==> src/design/dqsr_pkg.sv <==
// Shared constants, codes and request/result types of the deque with search and removal.
package dqsr_pkg;

	localparam int DEPTH      = 16;
	localparam int ITEM_WIDTH = 32;
	localparam int AW         = (DEPTH > 1) ? $clog2(DEPTH) : 1;
	localparam int CW         = $clog2(DEPTH + 1);

	typedef enum logic [3:0] {
		FN_PUSH_FRONT = 4'd0,
		FN_PUSH_BACK  = 4'd1,
		FN_POP_FRONT  = 4'd2,
		FN_POP_BACK   = 4'd3,
		FN_PEEK_FRONT = 4'd4,
		FN_PEEK_BACK  = 4'd5,
		FN_REMOVE     = 4'd6,
		FN_FIND       = 4'd7,
		FN_LIST       = 4'd8
	} func_t;

	typedef enum logic [1:0] {
		STAT_OK        = 2'd0,
		STAT_EMPTY     = 2'd1,
		STAT_FULL      = 2'd2,
		STAT_NOT_FOUND = 2'd3
	} status_t;

	typedef struct packed {
		func_t                  func;
		logic [ITEM_WIDTH-1:0]  item;
	} req_t;

	typedef struct packed {
		logic [ITEM_WIDTH-1:0]  result_data;
		logic                   found;
		logic [CW-1:0]          occupancy;
		status_t                status;
		logic                   last;
	} rsp_t;

endpackage

==> src/design/deque_with_search_and_removal.sv <==
// Top level: deque kept in a synchronous memory, with search, removal and listing.
//
// Usage:
//   A request (req.func, req.item) is taken at a rising edge where start is high
//   and busy is low. Results appear on rsp for one cycle each, marked by
//   rsp_valid, and are taken at the edge that ends that cycle; the receiver has
//   no way to hold them off. Every request gives one result with rsp.last set,
//   except a list of a non-empty deque, which gives one result per entry, front
//   first, in consecutive cycles, the final one with rsp.last set.
// Sequencing:
//   push, undefined codes, and any request that finds the deque empty or full:
//     result in the cycle after the request, next request accepted at once.
//   pop and peek: one memory read into the read register, then the result.
//   find: entries read and compared from the front, one entry read per cycle.
//   remove: the search as for find, then each entry behind the match moves up
//     one place to close the gap (read next, write back), through the single memory.
//   list: results streamed one per cycle, front first.
// Reset clears the front pointer, the entry count and the control state; the
// entry memory is not cleared and only occupied slots ever reach a result.
module deque_with_search_and_removal (
	input  logic          clk,
	input  logic          arst_n,
	input  logic          start,
	output logic          busy,
	input  dqsr_pkg::req_t req,
	output dqsr_pkg::rsp_t rsp,
	output logic          rsp_valid
);
	import dqsr_pkg::*;

	typedef enum logic [4:0] {
		ST_IDLE   = 5'b00001,
		ST_READ   = 5'b00010,
		ST_SEARCH = 5'b00100,
		ST_SHIFT  = 5'b01000,
		ST_LIST   = 5'b10000
	} state_t;

	logic [ITEM_WIDTH-1:0] mem [DEPTH];

	state_t                state_q;
	func_t                 func_q;
	logic [ITEM_WIDTH-1:0] key_q;
	logic [AW-1:0]         front_q;
	logic [CW-1:0]         count_q;
	logic [AW-1:0]         idx_q;
	logic [ITEM_WIDTH-1:0] rd_data_q;
	rsp_t                  rsp_q;
	logic                  rsp_valid_q;

	logic                  wr_en;
	logic [AW-1:0]         wr_addr;
	logic [ITEM_WIDTH-1:0] wr_data;
	logic [AW-1:0]         rd_addr;
	logic [AW-1:0]         front_dec;
	logic [AW-1:0]         front_inc;
	logic [AW-1:0]         last_pos;
	logic [AW-1:0]         idx_p1;
	logic [AW-1:0]         idx_p2;
	logic [CW-1:0]         idx_next;
	logic [CW-1:0]         count_m1;
	logic                  full;
	logic                  empty;
	logic                  hit;
	logic                  idx_last;

	// Map a position from the front to a memory slot
	function automatic logic [AW-1:0] slot_of(input logic [AW-1:0] base,
		input logic [AW-1:0] pos);
		logic [AW:0] s;
		s = {1'b0, base} + {1'b0, pos};
		if (s >= (AW+1)'(DEPTH)) begin
			s = s - (AW+1)'(DEPTH);
		end
		return s[AW-1:0];
	endfunction

	// Build one result word
	function automatic rsp_t make_rsp(input logic [ITEM_WIDTH-1:0] data,
		input logic valid, input logic [CW-1:0] occ, input status_t st,
		input logic lst);
		rsp_t r;
		r.result_data = valid ? data : '0;
		r.found       = valid;
		r.occupancy   = occ;
		r.status      = st;
		r.last        = lst;
		return r;
	endfunction

	// Pointer arithmetic
	assign front_dec = (front_q == '0) ? AW'(DEPTH - 1) : front_q - AW'(1);
	assign front_inc = (front_q == AW'(DEPTH - 1)) ? '0 : front_q + AW'(1);
	assign count_m1  = count_q - CW'(1);
	assign last_pos  = count_m1[AW-1:0];
	assign idx_p1    = idx_q + AW'(1);
	assign idx_p2    = idx_q + AW'(2);
	assign idx_next  = CW'(idx_q) + CW'(1);
	assign idx_last  = (idx_next == count_q);
	assign full      = (count_q == CW'(DEPTH));
	assign empty     = (count_q == '0);
	assign hit       = (rd_data_q == key_q);

	// Memory port addressing
	always_comb begin
		wr_en   = 1'b0;
		wr_addr = slot_of(front_q, count_q[AW-1:0]);
		wr_data = req.item;
		rd_addr = slot_of(front_q, idx_p1);
		unique case (state_q)
			ST_IDLE: begin
				case (req.func)
					FN_PUSH_FRONT: begin
						wr_en   = start && !full;
						wr_addr = front_dec;
					end
					FN_PUSH_BACK: begin
						wr_en   = start && !full;
					end
					FN_POP_BACK, FN_PEEK_BACK: begin
						rd_addr = slot_of(front_q, last_pos);
					end
					default: begin
						rd_addr = front_q;
					end
				endcase
			end
			ST_SHIFT: begin
				wr_en   = 1'b1;
				wr_addr = slot_of(front_q, idx_q);
				wr_data = rd_data_q;
				rd_addr = slot_of(front_q, idx_p2);
			end
			ST_READ, ST_SEARCH, ST_LIST: begin
				rd_addr = slot_of(front_q, idx_p1);
			end
			default: begin
				rd_addr = front_q;
			end
		endcase
	end

	// Entry memory: at most one write and one registered read per cycle
	always_ff @(posedge clk) begin
		if (wr_en) begin
			mem[wr_addr] <= wr_data;
		end
		rd_data_q <= mem[rd_addr];
	end

	// Request payload hold
	always_ff @(posedge clk) begin
		if (state_q == ST_IDLE && start) begin
			func_q <= req.func;
			key_q  <= req.item;
		end
	end

	// Control sequencer and result register
	always_ff @(posedge clk or negedge arst_n) begin
		if (!arst_n) begin
			state_q     <= ST_IDLE;
			front_q     <= '0;
			count_q     <= '0;
			idx_q       <= '0;
			rsp_q       <= '0;
			rsp_valid_q <= 1'b0;
		end else begin
			rsp_valid_q <= 1'b0;
			unique case (state_q)
				ST_IDLE: begin
					idx_q <= '0;
					if (start) begin
						case (req.func)
							FN_PUSH_FRONT, FN_PUSH_BACK: begin
								rsp_valid_q <= 1'b1;
								if (full) begin
									rsp_q <= make_rsp('0, 1'b0, count_q, STAT_FULL, 1'b1);
								end else begin
									if (req.func == FN_PUSH_FRONT) begin
										front_q <= front_dec;
									end
									count_q <= count_q + CW'(1);
									rsp_q   <= make_rsp('0, 1'b0, count_q + CW'(1),
										STAT_OK, 1'b1);
								end
							end
							FN_POP_FRONT, FN_POP_BACK, FN_PEEK_FRONT, FN_PEEK_BACK,
							FN_REMOVE, FN_FIND, FN_LIST: begin
								if (empty) begin
									rsp_valid_q <= 1'b1;
									rsp_q <= make_rsp('0, 1'b0, count_q, STAT_EMPTY, 1'b1);
								end else if (req.func == FN_REMOVE || req.func == FN_FIND) begin
									state_q <= ST_SEARCH;
								end else if (req.func == FN_LIST) begin
									state_q <= ST_LIST;
								end else begin
									state_q <= ST_READ;
								end
							end
							default: begin
								rsp_valid_q <= 1'b1;
								rsp_q <= make_rsp('0, 1'b0, count_q, STAT_OK, 1'b1);
							end
						endcase
					end
				end
				ST_READ: begin
					// Pop or peek at either end
					rsp_valid_q <= 1'b1;
					state_q     <= ST_IDLE;
					if (func_q == FN_POP_FRONT || func_q == FN_POP_BACK) begin
						count_q <= count_m1;
						rsp_q   <= make_rsp(rd_data_q, 1'b1, count_m1, STAT_OK, 1'b1);
						if (func_q == FN_POP_FRONT) begin
							front_q <= front_inc;
						end
					end else begin
						rsp_q <= make_rsp(rd_data_q, 1'b1, count_q, STAT_OK, 1'b1);
					end
				end
				ST_SEARCH: begin
					// Compare one entry per cycle from the front
					if (hit) begin
						rsp_valid_q <= 1'b1;
						if (func_q == FN_REMOVE) begin
							count_q <= count_m1;
							rsp_q   <= make_rsp(rd_data_q, 1'b1, count_m1, STAT_OK, 1'b1);
							state_q <= idx_last ? ST_IDLE : ST_SHIFT;
						end else begin
							rsp_q   <= make_rsp(rd_data_q, 1'b1, count_q, STAT_OK, 1'b1);
							state_q <= ST_IDLE;
						end
					end else if (idx_last) begin
						rsp_valid_q <= 1'b1;
						rsp_q   <= make_rsp('0, 1'b0, count_q, STAT_NOT_FOUND, 1'b1);
						state_q <= ST_IDLE;
					end else begin
						idx_q <= idx_p1;
					end
				end
				ST_SHIFT: begin
					// Move the next entry up one place; count already holds the new size
					if (idx_last) begin
						state_q <= ST_IDLE;
					end else begin
						idx_q <= idx_p1;
					end
				end
				ST_LIST: begin
					// Stream entries front to back
					rsp_valid_q <= 1'b1;
					rsp_q <= make_rsp(rd_data_q, 1'b1, count_q, STAT_OK, idx_last);
					if (idx_last) begin
						state_q <= ST_IDLE;
					end else begin
						idx_q <= idx_p1;
					end
				end
				default: begin
					state_q <= ST_IDLE;
				end
			endcase
		end
	end

	assign busy      = (state_q != ST_IDLE);
	assign rsp       = rsp_q;
	assign rsp_valid = rsp_valid_q;

endmodule

==> config.mk <==
export PLATFORM = sky130hd
export DESIGN_NAME = deque_with_search_and_removal
export DESIGN_NICKNAME = d
export VERILOG_FILES = /design/src/design/dqsr_pkg.sv /design/src/design/deque_with_search_and_removal.sv
export SDC_FILE = /design/constraint.sdc
export NUM_CORES = 1
export LEC_CHECK = 0
export ABC_AREA = 1
export BUFFER_PORTS_ARGS = -buffer_cell sky130_fd_sc_hd__buf_2
export CAP_MARGIN = 15
export CORE_ASPECT_RATIO = 0.75
export CORE_MARGIN = 2
export CORE_UTILIZATION = 35
export DETAILED_ROUTE_END_ITERATION = 7
export PLACE_DENSITY = 0.49
export SYNTH_ARGS = -nofsm -noshare
export SYNTH_HDL_FRONTEND = slang
export SYNTH_SLANG_ARGS = --single-unit
export TNS_END_PERCENT = 10
==> constraint.sdc <==
create_clock -name clk -period 8.5 [get_ports clk]
set_input_delay 0.425 -clock clk [delete_from_list [all_inputs] [get_ports clk]]
set_output_delay 0.425 -clock clk [all_outputs]
set_load 0.02 [all_outputs]
* Yosys cells after proc, flatten, opt, wreduce, memory -nomap -nowiden *
Memories as Yosys holds them, arrays and structs flattened. A register that Yosys moved wholly into a read port is not among the register bits.
Cells that the tools add are included.

word-level totals
  flip-flop bits (word level) = 96
  memory bits (writable) = 512
  input port bits = 39
  output and inout bits = 43
  word-level logic and storage cells = 150
  memories kept = 1

memories
  name  words  bits a word  rd ports  clocked after memory_dff  write ports  line                                 source
  mem   16     32           1         1                         1            deque_with_search_and_removal.sv:39  logic [ITEM_WIDTH-1:0] mem [DEPTH];

operators by class
  add/sub/neg operators = 17
  magnitude comparators = 5
  equality and inequality tests = 34
  muxes and demuxes = 58
  reductions and logical operators = 23

operators with widths
  cell                   count
  $mux W41               4
  $pmux W41 S4           1
  $pmux W41 S2           1
  $mux W4                18
  $mux W5                13
  $eq A32 B32 Y1         1
  $mux W32               1
  $pmux W5 S3            2
  $add A4 B4 Y5          5
  $ge A5 B5 Y1 const B   5
  $mux W8                3
  $pmux W4 S2            3
  $pmux W4 S3            2
  $sub A4 B1 Y4 const B  6
  $eq A4 B3 Y1 const B   5
  $ne A2 B2 Y1 const B   9
  $eq A4 B2 Y1 const B   4
  $reduce_and A7 Y1      2
  $eq A5 B5 Y1 const B   2
  $add A4 B1 Y4 const B  2
  $eq A4 B4 Y1 const B   2
  $logic_not A4 Y1       2
  $mux W1                8
  $reduce_or A2 Y1       4
  27 further kinds       32

* Longest topological paths before layout *
  depth after elaboration = 7
  mapped depth = 17
  gate-level depth less buffers = 16

* Least setup slack after synthesis *
Ideal clock, no wire load.

  path type = flip-flop to flip-flop
  start point = register state_q[0]
  end point = memory mem[12][0], enable pin
  setup time = 0.421 ns
  data arrival time = 4.386 ns
  path slack = 3.693 ns
  cell stages (with the launch flop) = 7
  path buffers = 0
  clock period less this slack = 4.807 ns
  cell sequence = dfstp_2 nand4_4 nor2_1 a21oi_1 nor2_1 nand2_1 nor2_1

between the ends
  word-level cells in the longest chain between the ends = 4
  elaborated cells on any way between the ends = 6
  those cells by class = eq/ne: 2; mux: 4

ends and longest elaborated chain
  item                                                 line                                  source
  start, declared                                      deque_with_search_and_removal.sv:41   state_t state_q;
  start signal, assigned                               deque_with_search_and_removal.sv:229  state_q <= idx_last ? ST_IDLE : ST_SHIFT;
  $eq A5 B4 Y1 / $eq A5 B1 Y1 (equally long branches)  deque_with_search_and_removal.sv:110  unique case (state_q)
  $pmux W1 S2                                          deque_with_search_and_removal.sv:110
  $mux W1                                              deque_with_search_and_removal.sv:145  if (wr_en) begin
  $mux W1 (not written as such)                        deque_with_search_and_removal.sv:146  mem[wr_addr] <= wr_data;
  end, declared                                        deque_with_search_and_removal.sv:39

Parallel ways exist; a longest one is shown, timed or not.

* Final worst setup path *
  start point = register state_q[0]
  end point = register rd_data_q[7] (read register of mem)

between the ends
  word-level cells in the longest chain between the ends = 3
  elaborated cells on any way between the ends = 7
  those cells by class = eq/ne: 5; mux: 1; reduce/logical: 1

ends and longest elaborated chain
  item                                  line                                  source
  $eq A5 B5 Y1 (tied with other cells)  n/a
  $reduce_or A3 Y1                      deque_with_search_and_removal.sv:110
  $pmux W4 S3 *                         deque_with_search_and_removal.sv:110
  end, declared                         deque_with_search_and_removal.sv:47   logic [ITEM_WIDTH-1:0] rd_data_q;

Every way passes the cells marked *; elsewhere a longest branch is shown, timed or not.
A chain may end at the register's enable or synchronous reset.

==> summary.md <==
| Metric | Value |
|---|---|
| Status | `finished clean` |
| Slew margin rel. | `26.2%` |
| Post-synth EDFFs | `548` |
| Vias per cell | `5.07` |
| Synth Area in Adders | `1.21%` |
| Wire per inst | `21.2 µm` |
| F_max | `0.211 GHz` |
| Yosys top cell by area | `edfxtp_1` |
| Reg-to-Reg End | `rd_data_q[7]` |
| Synthesized area | `0.0288 mm²` |
| Initial antenna violation count | `2` |
| Reg2reg start | `state_q[0]` |
| FF+latch count, synth | `640` |
| Antenna-violating nets left | `0` |
| Min Tclk post-route | `4.75 ns` |
| Detailed placer's ending HPWL | `47.0 mm` |
| Fraction of the mapped netlist area in simple logic gates | `22.5%` |
| First-pass iteration count of the detailed router | `7` |
| Placer Congestion | `0.869` |
| CP Capture Type | `flip-flop` |
| CTS Buf Count | `61` |
| Hold EP | `func_q[0]` |
| Gr usage total | `20.2%` |
| VDD IR max | `407 µV` |
| CTS clock-pin slew for the worst setup and hold paths | `0.06 ns` |
| P per Cell Area | `370 mW/mm²` |
| Overall Power | `0.0122 W` |
| Critical Path AT | `5.35 ns` |
| Worst hold margin | `0.0509 ns` |
| CTS tree | `built` |
| First-pass GRT wire length | `128 mm` |
| Critical path peak fanout | `68` |
| Share of the synthesized area in the top cell type | `57.1%` |
| Average cell area after synthesis | `10.2 µm²` |
| CP Class | `flip-flop to flip-flop` |
| Reg2Reg Setup Slack | `3.75 ns` |
| Final period util | `55.9%` |
| Die X | `335 µm` |
| Pins Over Slew Limit | `0` |
| Post-synthesis mux area share | `0%` |
| Share of layout cells above drive strength 1 | `9.48%` |
| Remaining routing DRC violations | `0` |
| Die area | `0.0847 mm²` |
| Num Clock Sinks | `640` |
| Final setup fails | `0` |
| Yosys warnings | `0` |
| Starting DRT DRC Count | `2185` |
| RSZ-0062 raised after global routing | `no` |
| Mapped Nets | `2894` |
| Vias in the first global route | `19700` |
| Post-synthesis cell type count | `44` |
| Final setup TNS | `0 ns` |
| Worst Max-Slew Pin Slew | `1.11 ns` |
| Min-delay worst type | `input port to flip-flop` |
| Post-synth top flop | `edfxtp_1` |
| Startpoint types | `flip-flop` |
| Max-Cap Viols | `0` |
| GRT overflow | `0` |
| Post-CTS setup repair buffer count | `0` |
| Largest net degree at the start of global routing | `153` |
| Hold Violations, Final | `0` |
| Clock skew | `0.0361 ns` |
| Total wire length | `85.7 mm` |
| Post-Synthesis Cells | `2830` |
| Fillers | `7916` |
| H-Tree Depth | `2` |
| Die Height | `253 µm` |
| Detailed-route via count | `20500` |
| Worst R2R Path Depth | `14` |
| CTS Buffer Depth | `3` |
| Synth Area in XOR/XNOR | `1.37%` |
| Hold depth | `1` |
| Largest family of logic cells by synthesized area | `simple AND/OR/NAND/NOR gates` |
| # IOs | `82` |
| Row count | `91` |
| Root Driver | `clkbuf_16` |
| Async SR Flop Fraction | `9.38%` |
| CP Data Required Time | `9.10 ns` |
| Final Instance Area | `0.0329 mm²` |
| Post-synthesis sequential area ratio | `64.5%` |
| Compound-Gate Fraction of Synth Area | `2.61%` |
| Ant diodes | `0` |
| Synth area leaders | `edfxtp_1, nand3_1, nand2_1` |
| Synth-to-Final Area Change | `14.2%` |
| Layout Nets | `2977` |
| Core Area | `0.0819 mm²` |
| Clock Latency Late Sink | `0.66 ns` |
| Area after DPL | `0.0305 mm²` |
| Starting Density | `35.2%` |
| Leakage power | `13.8 nW` |
| Final core occ | `40.2%` |
| Worst hold path startpoint | `req[32]` |
| Port Buffers | `81` |
-- cell families after synthesis --
| group | count (synthesis) |
|---|---|
| xor gates and xnor gates | 45 |
| adders and majority gates | 25 |
| DFF | 640 |
| buffers and inverters | 568 |
| and+or+nand+nor | 1419 |
| AOI/OAI and AO/OA | 133 |
-- layout by cell type, fill, tap and decap left out, types with 46 or more instances in the layout --
cell	n
clkbuf_16	64
nand2_1	629
edfxtp_1	548
nand3b_1	64
nor2_1	46
inv_1	409
buf_2	81
dfrtp_1	59
buf_4	55
nand3_1	620
o21ai_0	82
-- registers in the layout (all words and copies together), names as in the netlist --
name	cells
front_q	4
count_q	5
state_q	5
key_q	32
func_q	4
mem	512
rsp	41
rd_data_q	32
idx_q	4
rsp_valid	1
-- metal layers --
metal  GRT usage, %  up-vias  share of wire (%)
met3           2.97      114                5.4
met2           31.1      582                 45
met1           30.2    10100                 48
met5              0        -              0.030
met4           4.23        4                1.7
li1               -     9639                  -
-- critical path, cell delays in order (launching register included) --
cell     delay (ns)
dfstp_2        0.60
nor2_4         0.07
nand4_4        0.05
buf_4          0.54
nand2_2        0.18
nor2_4         0.30
nor2_1         0.08
nand3_1        0.12
nand2_4        0.45
inv_4          0.85
buf_4          0.82
nand3_1        0.16
nand3_1        0.13
nand3_1        0.10
nand2_1        0.10
-- what timing repair did --
item / 4_1_cts / 5_1_grt
endpoints found under the hold margin: 90 / 0
hold buffers: 32 / 0
endpoints found under the setup margin: 0 / 0
resized for setup: 0 / 0
-- cell usage after synthesis (2+ instances only) --
cell type and instances:
clkinv_1 3, inv_2 5, xor2_1 27, dfrtp_1 59, inv_1 410, nor2_4 3, nand3_1 621, buf_1 6
or2_2 7, a221oi_1 2, xnor2_1 18, nor3_1 11, a21oi_1 17, a21o_1 2, clkbuf_1 45, o22ai_1 5
nand4_1 7, ha_1 20, o21ai_0 84, nand2_2 3, nor2_1 63, edfxtp_1 548, dfxtp_1 32, nand2_1 631
nand3b_1 64, o31ai_1 8, buf_2 99, o211ai_1 6, fa_1 5, nand3_2 3, a31oi_1 3
-- report_power, final --
part | switching, W | internal [W] | leakage [nW]
sequential | 0.000217 | 0.00369 | 6.01
combinational | 0.00395 | 0.00150 | 6.72
clock | 0.00122 | 0.00162 | 1.03
-- through the flow --
stage	instances	setup WS, ns
after floorplan	2830	3.69
after global placement	3885	3.84
after detailed placement	3885	3.74
after CTS	4032	3.73
after global routing	4034	3.40
final	4034	3.75
-- how the worst max path moves through the flow --
stage               start            end  slack [ns]
2_1_floorplan  state_q[0]     mem[12][0]        3.69
3_3_place_gp   state_q[0]   rd_data_q[1]        3.84
3_5_place_dp   state_q[0]   rd_data_q[7]        3.74
4_1_cts        state_q[0]   rd_data_q[7]        3.73
5_1_grt        state_q[0]  rd_data_q[13]        3.40
6_report       state_q[0]   rd_data_q[7]        3.75
-- layout make-up --
class,instances,area [µm²],area share (%)
Tap cell,1069,1340,4.06
Clock buffer,88,1790,5.44
Timing Repair Buffer,170,1170,3.56
Multi-Input combinational cell,1622,8170,24.8
Sequential cell,640,18600,56.5
Clock inverter,27,283,0.859
Inverter,418,1570,4.77
Power figures use the tool's default switching activity.
